--- src/rtl/mer_pkg.sv ---
// ----------------------------------------------------------------------------
// Midpoint ellipse rasterizer package
// Sizes, stream layouts, microcode types and the microcode program.
// ----------------------------------------------------------------------------
package mer_pkg;

    localparam int COORD_BITS   = 12;
    localparam int RADIUS_BITS  = 11;
    localparam int PIX_BITS     = COORD_BITS + 2;
    localparam int COLOR_BITS   = 24;
    localparam int SQ_BITS      = 2 * RADIUS_BITS;
    localparam int X_BITS       = RADIUS_BITS + 1;
    localparam int SLOPE_BITS   = 36;
    localparam int DEC_BITS     = 48;
    localparam int MUL_BITS     = 24;
    localparam int PROD_BITS    = 2 * MUL_BITS;
    localparam int UPC_BITS     = 5;

    // Slave stream tdata layout, lowest field first.
    localparam int IN_CX_LSB     = 0;
    localparam int IN_CY_LSB     = IN_CX_LSB + COORD_BITS;
    localparam int IN_RX_LSB     = IN_CY_LSB + COORD_BITS;
    localparam int IN_RY_LSB     = IN_RX_LSB + RADIUS_BITS;
    localparam int IN_COLOR_LSB  = IN_RY_LSB + RADIUS_BITS;
    localparam int IN_USED_BITS  = IN_COLOR_LSB + COLOR_BITS;
    localparam int S_TDATA_BITS  = ((IN_USED_BITS + 7) / 8) * 8;

    // Master stream tdata layout, lowest field first.
    localparam int OUT_USED_BITS = 2 * PIX_BITS + COLOR_BITS;
    localparam int M_TDATA_BITS  = ((OUT_USED_BITS + 7) / 8) * 8;
    localparam int M_PAD_BITS    = M_TDATA_BITS - OUT_USED_BITS;

    typedef enum logic [1:0] {
        PH_IDLE    = 2'd0,
        PH_REGION1 = 2'd1,
        PH_REGION2 = 2'd2
    } phase_t;

    typedef enum logic [3:0] {
        DP_NOP,
        DP_LD_RXSQ,
        DP_LD_RYSQ,
        DP_INIT_DEC,
        DP_CHECK,
        DP_DEC_LOAD,
        DP_DEC_ADD,
        DP_DEC_SUB_END,
        DP_EMIT,
        DP_R1_UPD,
        DP_R1_DEC,
        DP_R2_UPD,
        DP_R2_DEC
    } dp_op_t;

    typedef enum logic [3:0] {
        MS_ZERO,
        MS_RX,
        MS_CUR_Y,
        MS_RXSQ,
        MS_RYSQ,
        MS_CUR_X,
        MS_X_PLUS1,
        MS_PROD,
        MS_Y_MINUS1
    } mul_sel_t;

    typedef enum logic [2:0] {
        JM_NEXT,
        JM_GOTO,
        JM_DISPATCH,
        JM_IF_LESS,
        JM_EMIT
    } jmp_t;

    typedef logic [UPC_BITS-1:0] upc_t;

    typedef struct packed {
        dp_op_t   dp_op;
        mul_sel_t mul_a;
        mul_sel_t mul_b;
        logic [1:0] quad;
        jmp_t     jmp;
        upc_t     target;
    } uword_t;

    typedef struct packed {
        logic   in_valid;
        logic   in_start;
        phase_t phase;
        logic   slope_less;
        logic   out_free;
    } useq_status_t;

    // Microcode addresses.
    localparam upc_t UA_IDLE = 5'd0;
    localparam upc_t UA_ST0  = 5'd1;
    localparam upc_t UA_ST1  = 5'd2;
    localparam upc_t UA_ST2  = 5'd3;
    localparam upc_t UA_ST3  = 5'd4;
    localparam upc_t UA_CHK  = 5'd5;
    localparam upc_t UA_SW0  = 5'd6;
    localparam upc_t UA_SW1  = 5'd7;
    localparam upc_t UA_SW2  = 5'd8;
    localparam upc_t UA_SW3  = 5'd9;
    localparam upc_t UA_SW4  = 5'd10;
    localparam upc_t UA_SW5  = 5'd11;
    localparam upc_t UA_EM0  = 5'd12;
    localparam upc_t UA_EM1  = 5'd13;
    localparam upc_t UA_EM2  = 5'd14;
    localparam upc_t UA_EM3  = 5'd15;
    localparam upc_t UA_R1A  = 5'd16;
    localparam upc_t UA_R1B  = 5'd17;
    localparam upc_t UA_R2A  = 5'd18;
    localparam upc_t UA_R2B  = 5'd19;

    // The microcode program. Each multiply issued in one step lands in the
    // product register and is consumed by the following step.
    function automatic uword_t ucode_word(input upc_t addr);
        uword_t w;
        begin
            w = '{dp_op: DP_NOP, mul_a: MS_ZERO, mul_b: MS_ZERO, quad: 2'd0,
                  jmp: JM_NEXT, target: UA_IDLE};
            unique case (addr)
                UA_IDLE: begin
                    w.jmp = JM_DISPATCH;
                end
                UA_ST0: begin
                    w.mul_a = MS_RX;
                    w.mul_b = MS_RX;
                end
                UA_ST1: begin
                    w.dp_op = DP_LD_RXSQ;
                    w.mul_a = MS_CUR_Y;
                    w.mul_b = MS_CUR_Y;
                end
                UA_ST2: begin
                    w.dp_op = DP_LD_RYSQ;
                    w.mul_a = MS_RXSQ;
                    w.mul_b = MS_CUR_Y;
                end
                UA_ST3: begin
                    w.dp_op = DP_INIT_DEC;
                end
                UA_CHK: begin
                    w.dp_op  = DP_CHECK;
                    w.jmp    = JM_IF_LESS;
                    w.target = UA_EM0;
                end
                UA_SW0: begin
                    w.mul_a = MS_CUR_X;
                    w.mul_b = MS_X_PLUS1;
                end
                UA_SW1: begin
                    w.mul_a = MS_RYSQ;
                    w.mul_b = MS_PROD;
                end
                UA_SW2: begin
                    w.dp_op = DP_DEC_LOAD;
                    w.mul_a = MS_Y_MINUS1;
                    w.mul_b = MS_Y_MINUS1;
                end
                UA_SW3: begin
                    w.mul_a = MS_RXSQ;
                    w.mul_b = MS_PROD;
                end
                UA_SW4: begin
                    w.dp_op = DP_DEC_ADD;
                    w.mul_a = MS_RYSQ;
                    w.mul_b = MS_RXSQ;
                end
                UA_SW5: begin
                    w.dp_op = DP_DEC_SUB_END;
                end
                UA_EM0: begin
                    w.dp_op  = DP_EMIT;
                    w.quad   = 2'd0;
                    w.jmp    = JM_EMIT;
                    w.target = UA_EM1;
                end
                UA_EM1: begin
                    w.dp_op  = DP_EMIT;
                    w.quad   = 2'd1;
                    w.jmp    = JM_EMIT;
                    w.target = UA_EM2;
                end
                UA_EM2: begin
                    w.dp_op  = DP_EMIT;
                    w.quad   = 2'd2;
                    w.jmp    = JM_EMIT;
                    w.target = UA_EM3;
                end
                UA_EM3: begin
                    w.dp_op  = DP_EMIT;
                    w.quad   = 2'd3;
                    w.jmp    = JM_EMIT;
                    w.target = UA_IDLE;
                end
                UA_R1A: begin
                    w.dp_op = DP_R1_UPD;
                end
                UA_R1B: begin
                    w.dp_op  = DP_R1_DEC;
                    w.jmp    = JM_GOTO;
                    w.target = UA_CHK;
                end
                UA_R2A: begin
                    w.dp_op = DP_R2_UPD;
                end
                UA_R2B: begin
                    w.dp_op  = DP_R2_DEC;
                    w.jmp    = JM_GOTO;
                    w.target = UA_EM0;
                end
                default: begin
                    w.jmp    = JM_GOTO;
                    w.target = UA_IDLE;
                end
            endcase
            return w;
        end
    endfunction

endpackage

--- src/rtl/mer_useq.sv ---
// ----------------------------------------------------------------------------
// Midpoint ellipse rasterizer microcode sequencer
// Step counter, program ROM and conditional jump logic.
// ----------------------------------------------------------------------------
module mer_useq
    import mer_pkg::*;
(
    input  logic         clk,
    input  logic         rst_n,
    input  useq_status_t status,
    output uword_t       uword
);

    upc_t pc_reg;
    upc_t pc_next;

    // Next step.
    always_comb
    begin
        pc_next = pc_reg;
        unique case (uword.jmp)
            JM_NEXT: begin
                pc_next = pc_reg + upc_t'(1);
            end
            JM_GOTO: begin
                pc_next = uword.target;
            end
            JM_DISPATCH: begin
                if (status.in_valid)
                begin
                    if (status.in_start)
                        pc_next = UA_ST0;
                    else if (status.phase == PH_REGION1)
                        pc_next = UA_R1A;
                    else if (status.phase == PH_REGION2)
                        pc_next = UA_R2A;
                    else
                        pc_next = UA_IDLE;
                end
            end
            JM_IF_LESS: begin
                pc_next = status.slope_less ? uword.target : pc_reg + upc_t'(1);
            end
            JM_EMIT: begin
                if (status.out_free)
                    pc_next = uword.target;
            end
            default: begin
                pc_next = UA_IDLE;
            end
        endcase
    end

    // Control word of the current step.
    always_comb
    begin
        uword = ucode_word(pc_reg);
    end

    always_ff @(posedge clk or negedge rst_n)
    begin
        if (!rst_n)
            pc_reg <= UA_IDLE;
        else
            pc_reg <= pc_next;
    end

endmodule

--- src/rtl/midpoint_ellipse_rasterizer_core.sv ---
// ----------------------------------------------------------------------------
// Midpoint ellipse rasterizer core
// Two-region midpoint ellipse walker run by a microcoded sequencer.
// ----------------------------------------------------------------------------
//
// Channel   Dir  Signals                         Transaction
// s_axis    in   tvalid tready tdata tuser       one start or step command
// m_axis    out  tvalid tready tdata tlast tuser one mirrored pixel
//
// Flow: a transaction is taken only at the idle step of the program. A start
// runs the exact region one setup, and a command that leaves region one runs
// the exact region two setup. The single shared 24x24 multiplier sets the
// length of both setups, and the output register, loaded once per cycle while
// m_axis is free, paces the four mirrored pixels of each emitting command.
// Reset: rst_n clears the sequencer, the walker state and the output valid.
// Stalls: a stalled m_axis holds the program at its pixel step; the next
// command is taken while the last pixel still waits in the output register.
//
module midpoint_ellipse_rasterizer_core
    import mer_pkg::*;
(
    input  logic                    clk,
    input  logic                    rst_n,
    input  logic                    s_axis_tvalid,
    output logic                    s_axis_tready,
    // Fields from bit 0 up: center_x, center_y, radius_x, radius_y,
    // ink_color, zero fill.
    input  logic [S_TDATA_BITS-1:0] s_axis_tdata,
    // Fields: operation (0 = start, 1 = step).
    input  logic                    s_axis_tuser,
    output logic                    m_axis_tvalid,
    input  logic                    m_axis_tready,
    // Fields from bit 0 up: pixel_x, pixel_y, pixel_color, zero fill.
    output logic [M_TDATA_BITS-1:0] m_axis_tdata,
    // Marks last_of_step.
    output logic                    m_axis_tlast,
    // Fields: ellipse_done.
    output logic                    m_axis_tuser
);

    // ------------------------------------------------------------------
    // Sequencer
    // ------------------------------------------------------------------
    uword_t       uword;
    useq_status_t status;

    logic s_fire;
    logic out_free;
    logic slope_less;

    // ------------------------------------------------------------------
    // Walker state
    // ------------------------------------------------------------------
    phase_t                 phase_reg,    phase_next;
    logic [X_BITS-1:0]      cur_x_reg,    cur_x_next;
    logic [RADIUS_BITS-1:0] cur_y_reg,    cur_y_next;
    logic [DEC_BITS-1:0]    decision_reg, decision_next;
    logic [SLOPE_BITS-1:0]  x_slope_reg,  x_slope_next;
    logic [SLOPE_BITS-1:0]  y_slope_reg,  y_slope_next;
    logic [SQ_BITS-1:0]     rx_sq_reg,    rx_sq_next;
    logic [SQ_BITS-1:0]     ry_sq_reg,    ry_sq_next;
    logic [COORD_BITS-1:0]  center_x_reg, center_x_next;
    logic [COORD_BITS-1:0]  center_y_reg, center_y_next;
    logic [COLOR_BITS-1:0]  color_reg,    color_next;

    // Datapath scratch registers.
    logic [RADIUS_BITS-1:0] radius_x_reg, radius_x_next;
    logic                   branch_reg,   branch_next;
    logic [PROD_BITS-1:0]   prod_reg,     prod_next;

    // Output register.
    logic                   out_valid_reg, out_valid_next;
    logic [PIX_BITS-1:0]    out_x_reg,     out_x_next;
    logic [PIX_BITS-1:0]    out_y_reg,     out_y_next;
    logic [COLOR_BITS-1:0]  out_color_reg, out_color_next;
    logic                   out_last_reg,  out_last_next;
    logic                   out_done_reg,  out_done_next;

    // Multiplier operands.
    logic [MUL_BITS-1:0]    mul_a_val;
    logic [MUL_BITS-1:0]    mul_b_val;
    logic [X_BITS:0]        x_plus1;
    logic [RADIUS_BITS-1:0] y_minus1_abs;

    // Derived terms.
    logic [SLOPE_BITS-1:0]  rx_sq_dbl;
    logic [SLOPE_BITS-1:0]  ry_sq_dbl;
    logic [SQ_BITS:0]       rx_sq_round;
    logic                   load_pixel;

    assign s_axis_tready = (uword.jmp == JM_DISPATCH);
    assign s_fire        = s_axis_tvalid && s_axis_tready;
    assign out_free      = !out_valid_reg || m_axis_tready;
    assign slope_less    = (x_slope_reg < y_slope_reg);

    assign status = '{in_valid:   s_axis_tvalid,
                      in_start:   !s_axis_tuser,
                      phase:      phase_reg,
                      slope_less: slope_less,
                      out_free:   out_free};

    mer_useq u_useq
    (
        .clk    (clk),
        .rst_n  (rst_n),
        .status (status),
        .uword  (uword)
    );

    // ------------------------------------------------------------------
    // Shared multiplier: one product per step, registered.
    // ------------------------------------------------------------------
    assign x_plus1      = {1'b0, cur_x_reg} + (X_BITS + 1)'(1);
    // |y - 1|, where y - 1 is minus one only when y is zero.
    assign y_minus1_abs = (cur_y_reg == '0) ? RADIUS_BITS'(1)
                                            : cur_y_reg - RADIUS_BITS'(1);

    always_comb
    begin
        case (uword.mul_a)
            MS_RX:       mul_a_val = MUL_BITS'(radius_x_reg);
            MS_CUR_Y:    mul_a_val = MUL_BITS'(cur_y_reg);
            MS_RXSQ:     mul_a_val = MUL_BITS'(rx_sq_reg);
            MS_RYSQ:     mul_a_val = MUL_BITS'(ry_sq_reg);
            MS_CUR_X:    mul_a_val = MUL_BITS'(cur_x_reg);
            MS_X_PLUS1:  mul_a_val = MUL_BITS'(x_plus1);
            MS_PROD:     mul_a_val = prod_reg[MUL_BITS-1:0];
            MS_Y_MINUS1: mul_a_val = MUL_BITS'(y_minus1_abs);
            default:     mul_a_val = '0;
        endcase
        case (uword.mul_b)
            MS_RX:       mul_b_val = MUL_BITS'(radius_x_reg);
            MS_CUR_Y:    mul_b_val = MUL_BITS'(cur_y_reg);
            MS_RXSQ:     mul_b_val = MUL_BITS'(rx_sq_reg);
            MS_RYSQ:     mul_b_val = MUL_BITS'(ry_sq_reg);
            MS_CUR_X:    mul_b_val = MUL_BITS'(cur_x_reg);
            MS_X_PLUS1:  mul_b_val = MUL_BITS'(x_plus1);
            MS_PROD:     mul_b_val = prod_reg[MUL_BITS-1:0];
            MS_Y_MINUS1: mul_b_val = MUL_BITS'(y_minus1_abs);
            default:     mul_b_val = '0;
        endcase
    end

    assign prod_next = mul_a_val * mul_b_val;

    assign rx_sq_dbl   = SLOPE_BITS'({rx_sq_reg, 1'b0});
    assign ry_sq_dbl   = SLOPE_BITS'({ry_sq_reg, 1'b0});
    assign rx_sq_round = {1'b0, rx_sq_reg} + (SQ_BITS + 1)'(2);

    // ------------------------------------------------------------------
    // Walker datapath. The decision term is kept as a two's complement
    // word; its sign is the top bit.
    // ------------------------------------------------------------------
    always_comb
    begin
        phase_next    = phase_reg;
        cur_x_next    = cur_x_reg;
        cur_y_next    = cur_y_reg;
        decision_next = decision_reg;
        x_slope_next  = x_slope_reg;
        y_slope_next  = y_slope_reg;
        rx_sq_next    = rx_sq_reg;
        ry_sq_next    = ry_sq_reg;
        center_x_next = center_x_reg;
        center_y_next = center_y_reg;
        color_next    = color_reg;
        radius_x_next = radius_x_reg;
        branch_next   = branch_reg;

        if (s_fire)
        begin
            if (!s_axis_tuser)
            begin
                // A start drops whatever ellipse was in progress.
                center_x_next = s_axis_tdata[IN_CX_LSB +: COORD_BITS];
                center_y_next = s_axis_tdata[IN_CY_LSB +: COORD_BITS];
                radius_x_next = s_axis_tdata[IN_RX_LSB +: RADIUS_BITS];
                cur_y_next    = s_axis_tdata[IN_RY_LSB +: RADIUS_BITS];
                color_next    = s_axis_tdata[IN_COLOR_LSB +: COLOR_BITS];
                cur_x_next    = '0;
                x_slope_next  = '0;
            end
            else if (phase_reg != PH_REGION1 && phase_reg != PH_REGION2)
            begin
                phase_next = PH_IDLE;
            end
        end

        case (uword.dp_op)
            DP_LD_RXSQ: begin
                rx_sq_next = prod_reg[SQ_BITS-1:0];
            end
            DP_LD_RYSQ: begin
                ry_sq_next = prod_reg[SQ_BITS-1:0];
            end
            DP_INIT_DEC: begin
                // Region one starts at ry^2 + round(rx^2 / 4) - ry * rx^2.
                y_slope_next  = SLOPE_BITS'({prod_reg, 1'b0});
                decision_next = DEC_BITS'(ry_sq_reg)
                              + DEC_BITS'(rx_sq_round[SQ_BITS:2])
                              - prod_reg;
            end
            DP_CHECK: begin
                if (slope_less)
                    phase_next = PH_REGION1;
            end
            DP_DEC_LOAD: begin
                decision_next = prod_reg;
            end
            DP_DEC_ADD: begin
                decision_next = decision_reg + prod_reg;
            end
            DP_DEC_SUB_END: begin
                decision_next = decision_reg - prod_reg;
                phase_next    = (cur_y_reg != '0) ? PH_REGION2 : PH_IDLE;
            end
            DP_R1_UPD: begin
                branch_next  = !decision_reg[DEC_BITS-1];
                cur_x_next   = cur_x_reg + X_BITS'(1);
                x_slope_next = x_slope_reg + ry_sq_dbl;
                if (!decision_reg[DEC_BITS-1])
                begin
                    cur_y_next   = cur_y_reg - RADIUS_BITS'(1);
                    y_slope_next = y_slope_reg - rx_sq_dbl;
                end
            end
            DP_R1_DEC: begin
                decision_next = decision_reg + DEC_BITS'(ry_sq_reg)
                              + DEC_BITS'(x_slope_reg)
                              - (branch_reg ? DEC_BITS'(y_slope_reg) : '0);
            end
            DP_R2_UPD: begin
                branch_next  = decision_reg[DEC_BITS-1] || (decision_reg == '0);
                cur_y_next   = cur_y_reg - RADIUS_BITS'(1);
                y_slope_next = y_slope_reg - rx_sq_dbl;
                if (decision_reg[DEC_BITS-1] || (decision_reg == '0))
                begin
                    cur_x_next   = cur_x_reg + X_BITS'(1);
                    x_slope_next = x_slope_reg + ry_sq_dbl;
                end
            end
            DP_R2_DEC: begin
                decision_next = decision_reg + DEC_BITS'(rx_sq_reg)
                              - DEC_BITS'(y_slope_reg)
                              + (branch_reg ? DEC_BITS'(x_slope_reg) : '0);
                phase_next    = (cur_y_reg != '0) ? PH_REGION2 : PH_IDLE;
            end
            default: begin
            end
        endcase
    end

    // ------------------------------------------------------------------
    // Pixel output register. Quadrant bit 0 mirrors x, bit 1 mirrors y.
    // ------------------------------------------------------------------
    assign load_pixel = (uword.dp_op == DP_EMIT) && out_free;

    always_comb
    begin
        out_x_next     = out_x_reg;
        out_y_next     = out_y_reg;
        out_color_next = out_color_reg;
        out_last_next  = out_last_reg;
        out_done_next  = out_done_reg;
        out_valid_next = out_valid_reg && !m_axis_tready;
        if (load_pixel)
        begin
            out_valid_next = 1'b1;
            out_x_next     = uword.quad[0]
                           ? PIX_BITS'(center_x_reg) - PIX_BITS'(cur_x_reg)
                           : PIX_BITS'(center_x_reg) + PIX_BITS'(cur_x_reg);
            out_y_next     = uword.quad[1]
                           ? PIX_BITS'(center_y_reg) - PIX_BITS'(cur_y_reg)
                           : PIX_BITS'(center_y_reg) + PIX_BITS'(cur_y_reg);
            out_color_next = color_reg;
            out_last_next  = (uword.quad == 2'd3);
            out_done_next  = (uword.quad == 2'd3) && (phase_reg == PH_IDLE);
        end
    end

    assign m_axis_tvalid = out_valid_reg;
    assign m_axis_tdata  = {{M_PAD_BITS{1'b0}}, out_color_reg, out_y_reg, out_x_reg};
    assign m_axis_tlast  = out_last_reg;
    assign m_axis_tuser  = out_done_reg;

    // ------------------------------------------------------------------
    // Registers
    // ------------------------------------------------------------------
    always_ff @(posedge clk or negedge rst_n)
    begin
        if (!rst_n)
        begin
            phase_reg     <= PH_IDLE;
            cur_x_reg     <= '0;
            cur_y_reg     <= '0;
            decision_reg  <= '0;
            x_slope_reg   <= '0;
            y_slope_reg   <= '0;
            rx_sq_reg     <= '0;
            ry_sq_reg     <= '0;
            center_x_reg  <= '0;
            center_y_reg  <= '0;
            color_reg     <= '0;
            out_valid_reg <= 1'b0;
        end
        else
        begin
            phase_reg     <= phase_next;
            cur_x_reg     <= cur_x_next;
            cur_y_reg     <= cur_y_next;
            decision_reg  <= decision_next;
            x_slope_reg   <= x_slope_next;
            y_slope_reg   <= y_slope_next;
            rx_sq_reg     <= rx_sq_next;
            ry_sq_reg     <= ry_sq_next;
            center_x_reg  <= center_x_next;
            center_y_reg  <= center_y_next;
            color_reg     <= color_next;
            out_valid_reg <= out_valid_next;
        end
    end

    always_ff @(posedge clk)
    begin
        radius_x_reg  <= radius_x_next;
        branch_reg    <= branch_next;
        prod_reg      <= prod_next;
        out_x_reg     <= out_x_next;
        out_y_reg     <= out_y_next;
        out_color_reg <= out_color_next;
        out_last_reg  <= out_last_next;
        out_done_reg  <= out_done_next;
    end

    // ------------------------------------------------------------------
    // Assertions
    // ------------------------------------------------------------------
`ifndef SYNTHESIS
    // The finishing flag only ever rides on the fourth pixel of a command.
    a_done_on_last: assert property (@(posedge clk) disable iff (!rst_n)
        (m_axis_tvalid && m_axis_tuser) |-> m_axis_tlast)
        else $error("ellipse_done without last_of_step");

    // Between commands region two always has a row left to step.
    a_region2_rows: assert property (@(posedge clk) disable iff (!rst_n)
        (s_axis_tready && phase_reg == PH_REGION2) |-> (cur_y_reg != '0))
        else $error("region two waiting with y at zero");

    // A step with no ellipse in progress is dropped, and the block is ready again in the next cycle.
    a_idle_step: assert property (@(posedge clk) disable iff (!rst_n)
        (s_fire && s_axis_tuser && phase_reg != PH_REGION1 &&
         phase_reg != PH_REGION2)
        |=> (s_axis_tready && phase_reg == PH_IDLE))
        else $error("step while idle did not return to idle");

    // Between commands the slopes match 2*ry^2*x and 2*rx^2*y.
    a_slopes: assert property (@(posedge clk) disable iff (!rst_n)
        s_axis_tready |->
        ((DEC_BITS'(y_slope_reg) ==
          DEC_BITS'(rx_sq_reg) * DEC_BITS'(cur_y_reg) * DEC_BITS'(2)) &&
         (DEC_BITS'(x_slope_reg) ==
          DEC_BITS'(ry_sq_reg) * DEC_BITS'(cur_x_reg) * DEC_BITS'(2))))
        else $error("slope registers out of step with x and y");
`endif

endmodule

--- config.mk ---
export PLATFORM = sky130hd
export DESIGN_NAME = midpoint_ellipse_rasterizer_core
export DESIGN_NICKNAME = d
export VERILOG_FILES = /design/src/rtl/mer_pkg.sv /design/src/rtl/mer_useq.sv /design/src/rtl/midpoint_ellipse_rasterizer_core.sv
export SDC_FILE = /design/constraint.sdc
export NUM_CORES = 2
export LEC_CHECK = 0
export BUFFER_PORTS_ARGS = -buffer_cell sky130_fd_sc_hd__buf_2
export CORE_MARGIN = 10
export CORE_UTILIZATION = 45
export CTS_CLUSTER_DIAMETER = 30
export DETAILED_ROUTE_END_ITERATION = 10
export PLACE_DENSITY = 0.62
export SYNTH_ARGS = -nofsm -noshare
export SYNTH_HDL_FRONTEND = slang
export SYNTH_HIERARCHICAL = 1
export SYNTH_SLANG_ARGS = --single-unit
--- constraint.sdc ---
create_clock -name clk -period 10.96 [get_ports clk]
set_clock_uncertainty 0.1 [all_clocks]
set_input_delay 0 -clock clk [delete_from_list [all_inputs] [get_ports clk]]
set_output_delay 0 -clock clk [all_outputs]
set_load 0.005 [all_outputs]
==> results.cfg <==
[synth]
yosysWarnings = 6
synthCells = 6632
synth_area_um2 = 55000
synth_area_per_cell_um2 = 8.30

[detailed_routing]
drc = 0
drt-initial-drc-count = 5244
routedWlPerCell_um = 22.7
drt-total-wl_um = 195000
ant_nets = 0
drt_pass1_iterations = 7
drt-vias-per-instance = 5.80
vias = 49700

[floorplan]
ios = 137
die_w_um = 370
die-area_um2 = 137000
core_region_area_um2 = 122000
row_count = 128
die_h_um = 370
initial_core_util_pct = 45.3

[placed_design]
dp_hpwl_um = 155000
io_buffers = 130
place_congestion = 1.03

[final_layout]
final_net_count = 8070
final_util_pct = 51.7
layout-drive-gt1-share_pct = 8.66
syn2layout_area_growth_pct = 14.3

[worst_setup_path]
end_kind = register
start_kind = register
path_max_fanout = 13
critPathKind = register to register
cpMostUsedCell = fa_1
reg2reg_to = prod_reg[42]
crit_slowest_cell = nor3_1
cp.required_ns = 11.45
cp-startpoint = u_useq/pc_reg[0]
r2r_start = u_useq/pc_reg[0]
cp_data_arrival_time_ns = 10.99
critical_path.endpoint = prod_reg[42]
slowest_delay_ns = 0.64
worst-r2r-setup-slack_ns = 0.46
reg2reg_depth = 34

[cts]
insertion_delay_ns = 0.68
cts_buffer_depth = 3
path_clk_slew_ns = 0.05
root_buffer = clkbuf_16
tritoncts = yes
cts_sinks = 356
cts_buffers = 98
htreeDepth = 3

[grt]
grt_max_degree = 68
grt_pass1_wl_um = 298000
grtUsageTotal_pct = 27.9
grt_pass1_vias = 49800
grt_overflow = 0
antenna_found_initial = 4

[run_status]
status = finished clean

[timing]
worst_pin_slew_ns = 1.09
drv_slew = 0
fin_crit_sh_pct = 95.8
hold_viol = 0
rsz0062_at_grt = no
max_freq_mhz = 95.2
period_minus_slack_ns = 10.50
setup_viol = 0
max_slew_margin_pct = 26.2
tns_ns = 0

[hold_path]
hold_class = primary input to register

[flow_run]
drv_cap = 0
==> layout make-up <==
class	instances	area, um2
Timing Repair Buffer	440	3420
Tap cell	1625	2030
Sequential cell	356	9000
Antenna cell	2	5.00
Inverter	1057	3980
Clock inverter	55	727
Fill cell	11500	58700
Multi-Input combinational cell	4903	41000
Clock buffer	128	2770
==> through the flow <==
step	instance area [um2]	hold slack, ns	cells	setup slack (ns)
floorplan	55000	-0.396	6636	1.26
global placement	58000	-0.0978	8245	0.593
detailed placement	58000	-0.0958	8245	0.488
CTS	62900	0.00734	8564	0.410
global route	62900	0.0439	8565	0.0295
finish	62900	0.0308	8566	0.460
==> cell usage in the layout (no fill, tap or decap), types with 102 or more instances in the layout <==
cell type         n
a21oi_1         387
buf_2           129
o21ai_0         282
fa_1            626
dlygate4sd3_1   135
xor2_1          102
ha_1            511
nand2_1         933
and2_1          164
nor2_1          303
dfrtp_1         242
buf_4           168
inv_1          1050
nand3_1         124
xnor2_1         222
a21o_1          158
==> timing repair <==
item | CTS | global route
buffers inserted | 0 | 0
hold buffers | 136 | 0
endpoints found under the setup margin | 0 | 2
hold endpoints to repair | 176 | 0
gates resized for setup | 0 | 3
==> worst min-delay path by stage <==
| stage | startpoint | to | cells past startpoint |
|---|---|---|---|
| after floorplan | rst_n | center_x_reg[0] | 0 |
| after global placement | rst_n | color_reg[4] | 1 |
| after detailed placement | rst_n | color_reg[4] | 1 |
| after CTS | s_axis_tdata[11] | center_x_reg[11] | 4 |
| after global routing | s_axis_tdata[11] | center_x_reg[11] | 4 |
| final | s_axis_tdata[11] | center_x_reg[11] | 4 |
==> layer usage <==
layer,up-vias,track usage [%],wire length (um)
li1,22500,-,-
met1,24600,39.3,84500
met2,2158,42.8,85700
met3,375,5.24,17500
met4,2,9.50,6920
met5,-,0,13
==> worst max-delay path, delay by kind of cell, from the launching register on <==
kind | cells | cell delay [ns]
xor gates and xnor gates | 1 | 0.14
adders and majority gates | 9 | 4.17
AOI/OAI and AO/OA | 11 | 2.91
DFF | 1 | 0.46
buffers and inverters | 6 | 1.02
and+or+nand+nor | 7 | 1.58
Power is not shown: default switching activity piles up to over one toggle a cycle in this logic, so the estimate is an artifact.
